==> config.mk <==
export PLATFORM = sky130hd
export DESIGN_NAME = spmd_cell
export DESIGN_NICKNAME = d
export VERILOG_FILES = /design/src/hdl/spmd_pkg.sv /design/src/hdl/spmd_cell.sv
export SDC_FILE = /design/constraint.sdc
export NUM_CORES = 1
export LEC_CHECK = 0
export ABC_CLOCK_PERIOD_IN_PS = 2350
export BUFFER_PORTS_ARGS = -buffer_cell sky130_fd_sc_hd__buf_2
export CAP_MARGIN = 20
export CORE_AREA = 2 2 198 200
export DETAILED_ROUTE_END_ITERATION = 8
export DIE_AREA = 0 0 200 202
export HOLD_SLACK_MARGIN = 0.1
export MAX_ROUTING_LAYER = met4
export SETUP_SLACK_MARGIN = 0.4
export SYNTH_ARGS = -nofsm -noshare
export SYNTH_HDL_FRONTEND = slang
export SYNTH_SLANG_ARGS = --single-unit
==> constraint.sdc <==
create_clock -name clock -period 2.35 [get_ports clock]
set_clock_uncertainty 0.1 [all_clocks]
set_input_delay 0.235 -clock clock [delete_from_list [all_inputs] [get_ports clock]]
set_output_delay 0.235 -clock clock [all_outputs]
set_load 0.02 [all_outputs]
==> src/hdl/spmd_pkg.sv <==
// Package of the signal pending mask dispatcher: request and outcome codes,
// controller states, signal constants and the token that travels along the row of cells.
// No dependencies.
package spmd_pkg;

   typedef enum logic [2:0] {
      REQ_RAISE   = 3'd0,
      REQ_CLEAR   = 3'd1,
      REQ_ACTION  = 3'd2,
      REQ_MASK    = 3'd3,
      REQ_DELIVER = 3'd4,
      REQ_RESET   = 3'd5
   } req_code_type;

   typedef enum logic [1:0] {
      OUT_NONE      = 2'd0,
      OUT_HANDLER   = 2'd1,
      OUT_TERMINATE = 2'd2
   } outcome_type;

   typedef enum logic [1:0] {
      MASK_BLOCK   = 2'd0,
      MASK_UNBLOCK = 2'd1
   } mask_how_type;

   typedef enum logic [1:0] {ST_IDLE, ST_SCAN, ST_HOLD} state_type;

   localparam int SIG_KILL   = 9;
   localparam int SIG_STOP   = 19;
   localparam int SIG_IGN_A  = 17;
   localparam int SIG_IGN_B  = 18;
   localparam int SIG_IGN_C  = 23;
   localparam int SIG_IGN_D  = 28;
   localparam int EXIT_BASE  = 128;
   localparam logic [31:0] HANDLER_DEFAULT = 32'd0;
   localparam logic [31:0] HANDLER_IGNORE  = 32'd1;

   typedef struct packed {
      logic         valid;
      req_code_type req;
      logic [6:0]   sig_num;
      logic         write_enable;
      logic [31:0]  handler_word;
      logic [1:0]   mask_how;
      logic [63:0]  mask_value;
      logic         done;
      logic         status;
      logic [31:0]  old_handler;
      logic [63:0]  old_mask;
      outcome_type  outcome;
      logic [6:0]   delivered_signal;
      logic [31:0]  handler_address;
      logic [7:0]   exit_code;
   } token_type;

endpackage

==> src/hdl/spmd_cell.sv <==
// One signal cell: pending bit, blocked bit and handler word of one signal.
// It acts on the token passing through and hands it on. Uses spmd_pkg.
module spmd_cell import spmd_pkg::*; #(
   parameter int CELL_SIG = 1
) (
   input  logic      clock,
   input  logic      reset,
   input  token_type tok_in,
   output token_type tok_out
);

   localparam bit UNBLK = (CELL_SIG == SIG_KILL) || (CELL_SIG == SIG_STOP);
   localparam bit IGN   = (CELL_SIG == SIG_IGN_A) || (CELL_SIG == SIG_IGN_B) ||
                          (CELL_SIG == SIG_IGN_C) || (CELL_SIG == SIG_IGN_D);

   logic        pending_ff, pending_in;
   logic        blocked_ff, blocked_in;
   logic [31:0] handler_ff, handler_in;
   token_type   tok_ff, tok_next_in;
   logic        hit;

   assign hit = (tok_in.sig_num == 7'(CELL_SIG));

   always_comb begin
      pending_in  = pending_ff;
      blocked_in  = blocked_ff;
      handler_in  = handler_ff;
      tok_next_in = tok_in;
      if (tok_in.valid) begin
         case (tok_in.req)
            REQ_RAISE: begin
               if (hit) pending_in = 1'b1;
            end
            REQ_CLEAR: begin
               if (hit) pending_in = 1'b0;
            end
            REQ_ACTION: begin
               if (hit && !UNBLK) begin
                  tok_next_in.old_handler = handler_ff;
                  if (tok_in.write_enable) handler_in = tok_in.handler_word;
               end
            end
            REQ_MASK: begin
               tok_next_in.old_mask[CELL_SIG-1] = blocked_ff;
               if (tok_in.write_enable && !UNBLK) begin
                  case (tok_in.mask_how)
                     MASK_BLOCK:   blocked_in = blocked_ff | tok_in.mask_value[CELL_SIG-1];
                     MASK_UNBLOCK: blocked_in = blocked_ff & ~tok_in.mask_value[CELL_SIG-1];
                     default:      blocked_in = tok_in.mask_value[CELL_SIG-1];
                  endcase
               end
            end
            REQ_DELIVER: begin
               if (!tok_in.done && pending_ff && !blocked_ff) begin
                  pending_in = 1'b0;
                  if (UNBLK || (handler_ff == HANDLER_DEFAULT && !IGN)) begin
                     tok_next_in.done             = 1'b1;
                     tok_next_in.outcome          = OUT_TERMINATE;
                     tok_next_in.delivered_signal = 7'(CELL_SIG);
                     tok_next_in.exit_code        = 8'(EXIT_BASE + CELL_SIG);
                  end else if (handler_ff != HANDLER_DEFAULT &&
                               handler_ff != HANDLER_IGNORE) begin
                     tok_next_in.done             = 1'b1;
                     tok_next_in.outcome          = OUT_HANDLER;
                     tok_next_in.delivered_signal = 7'(CELL_SIG);
                     tok_next_in.handler_address  = handler_ff;
                  end
               end
            end
            REQ_RESET: begin
               pending_in = 1'b0;
               blocked_in = 1'b0;
               handler_in = HANDLER_DEFAULT;
            end
            default: begin
            end
         endcase
      end
   end

   always_ff @(posedge clock) begin
      if (reset) begin
         pending_ff <= 1'b0;
         blocked_ff <= 1'b0;
         handler_ff <= HANDLER_DEFAULT;
         tok_ff     <= '0;
      end else begin
         pending_ff <= pending_in;
         blocked_ff <= blocked_in;
         handler_ff <= handler_in;
         tok_ff     <= tok_next_in;
      end
   end

   assign tok_out = tok_ff;

endmodule

==> impl_metrics.toml <==
[layout]
multi_input_area_um2 = 3176
fin_nets = 1890
layout_commonest_cell = "buf_2"
mostFrequentLayoutCells = "buf_2 (514), dfxtp_1 (291), dlygate4sd3_1 (263)"
finalInstanceArea_um2 = 16370
num-fill-cells = 3549
postLayoutCoreUtil_pct = 42.75
syn2layout_area_growth_pct = 77.30
diodes = 0
regArea_um2 = 5826
drive_gt1_share_pct = 36.82
final_cell_count_no_fill = 2172

[place]
placed_area_um2 = 12390
port_buffers = 515
place.gp.congestion = 0.8725
pre_cts_slack_ps = 203.9
place_inst = 1845
post-dp-hpwl_um = 24700

[grt]
grt-busiest-layer = "met2"
track_usage_pct = 18.44
grt_use_met2_pct = 32.27
gr-usage-met3_pct = 3.905
grt_pass1_vias = 9650
grt_max_degree = 67
use_met1_pct = 19.66
grt_pass1_wl_um = 54360
antenna_found_initial = 0
overflow = 0

[outcome]
status = "finished, final reports clean"

[synth]
syn_inst = 846
synth_area_leader_cell = "dfxtp_1"
synth.area.top_cells = "dfxtp_1 (63%), nor2b_1 (12%), mux2i_1 (6.9%)"
ys_seq_area_share_pct = 63.11
ys_types = 37
syn-num-nets = 1105
synthFlopType = "dfxtp_1"
synth_area_per_cell_um2 = 10.91
ys_warn_count = 0
async_reset_ff_share_pct = 0
syn-cell-area_um2 = 9231
synth_top_area_share_pct = 63.11
ys_seq_elements = 291
synth-edff-count = 0

[worst_setup_path]
crit_slowest_cell = "dlygate4sd3_1"
critical_path_required_ps = 2690
path_class = "in -> reg"
path_cells = "dlygate4sd3_1, buf_2, nor3b_2, or3b_4, a21oi_4, buf_12, clkbuf_16, mux2i_1"
crit_path_start_kind = "input pin"
cp_data_arrival_time_ps = 2280
critPathMaxFanout = 12
slowest_delay_ps = 540
end_kind = "register"

[clock_network]
clock_latency_ps = 520
cts_tree = "done"
htreeDepth = 2
clockRootBuffer = "clkbuf_16"
cts_made_buffers = 34
cts_max_path_buffers = 3
cts.sinks = 291
clk_pin_slew_ps = 60

[routing]
via_per_inst = 4.117
drc = 0
drt_first_pass_iters = 4
wirelength_um = 37730
vias = 8943
final_antenna_net_count = 0
drt_iter0_drc = 271
wl_per_cell_um = 17.37

[floorplan]
die-area_um2 = 40400
die-height_um = 202
die_w_um = 200
start_util_pct = 24.11
row_count = 72
io-pin-count = 516
core_um2 = 38290

[sta]
max_freq_mhz = 515.4
slew_viol_final = 0
finalHoldViolCount = 0
rsz0062_at_grt = "no"
worst_pin_slew_ps = 535.5
postLayoutSetupSlackWorst_ps = 409.6
fin_crit_sh_pct = 82.57
relSlewSlack_pct = 64.30
period_needed_ps = 1940
setup_viol = 0
fin_tns_setup_ps = 0

[worst_hold_path]
hold_class = "in -> reg"

[power_and_ir_drop]
power_density_nw_per_um2 = 765.6
peakVddDrop_mv = 0.6375
p_leak_nw = 7.575

[job]
maxCapViolCount = 0
power breakdown:
group,internal (mW),switching (mW),total (mW)
logic,0.776,0.815,1.59
registers,5.18,0.0768,5.26
clock network,3.60,2.08,5.68
layout make-up:
| cell class | instances | area share (%) |
|---|---|---|
| Clock buffer | 48 | 6.078 |
| Clock inverter | 11 | 1.292 |
| Inverter | 4 | 0.09174 |
| Multi-Input combinational cell | 498 | 19.40 |
| Sequential cell | 291 | 35.59 |
| Tap cell | 518 | 3.960 |
| Timing Repair Buffer | 802 | 33.58 |
cells in the mapped netlist (3+ instances only):
| cell | number |
|---|---|
| dfxtp_1 | 291 |
| nor2b_1 | 175 |
| nand2_1 | 98 |
| nand2b_1 | 66 |
| mux2i_1 | 64 |
| a21oi_1 | 41 |
| clkbuf_1 | 40 |
| nor4_1 | 7 |
| and2_1 | 6 |
| nor3b_1 | 6 |
| buf_2 | 5 |
| buf_4 | 4 |
| inv_1 | 4 |
| nand3_1 | 4 |
| buf_12 | 3 |
| nor2_1 | 3 |
| nor3_1 | 3 |
| o21ai_0 | 3 |
what timing repair did:
| item | CTS | global route |
|---|---|---|
| hold buffers | 262 | 1 |
| setup buffers | 1 | 2 |
| cloned | 0 | 2 |
| endpoints found under the setup margin | 40 | 98 |
| endpoints found under the hold margin | 291 | 1 |
| resized for setup | 4 | 8 |
| pin swaps | 0 | 1 |
per-layer routing:
layer | wire (um) | part of all wire (%) | vias to the layer above
met5 | 0 | 0 | -
met4 | 1361 | 3.6 | 0
met3 | 2344 | 6.2 | 80
met2 | 19350 | 51 | 370
met1 | 14680 | 39 | 4216
li1 | - | - | 4277
metrics by stage:
step	hold slack [ps]	power [mW]
final	114.9	12.53
after global routing	141.2	13.02
after CTS	-55.18	12.66
after detailed placement	341.4	6.572
after global placement	339.1	6.563
after floorplan	256.7	5.977
kinds of logic (layout without fill, tap and decap cells):
logic type | Yosys count | in the layout | share of synthesized area [%]
simple gates | 383 | 383 | 23.75
flops | 291 | 291 | 63.11
mux | 64 | 64 | 6.940
buf+inv | 57 | 865 | 3.117
compound gates | 51 | 51 | 3.090
sequential cells by signal, summed over array words and instances (netlist names):
| name | cells |
|---|---|
| blocked_ff | 1 |
| handler_ff | 32 |
| pending_ff | 1 |
| tok_out | 257 |
final timing paths:
check                              startpoint                 endpoint  slack, ps  cells past startpoint
setup / recovery                  tok_in[146]   tok_out[19]$_SDFF_PP0_        410                      8
hold reg to reg   handler_ff[18]$_SDFFE_PP0P_  tok_out[131]$_SDFF_PP0_        380                      2
setup reg to reg  handler_ff[10]$_SDFFE_PP0P_   tok_out[19]$_SDFF_PP0_        430                      6
hold / removal                          reset  tok_out[197]$_SDFF_PP0_        110                      2
critical path: cells and delay by family:
family,cells,cell delay [ps]
compound gates,1,150
buf+inv,4,1030
mux,1,180
simple gates,2,680
Power figures use the tool's default switching activity.
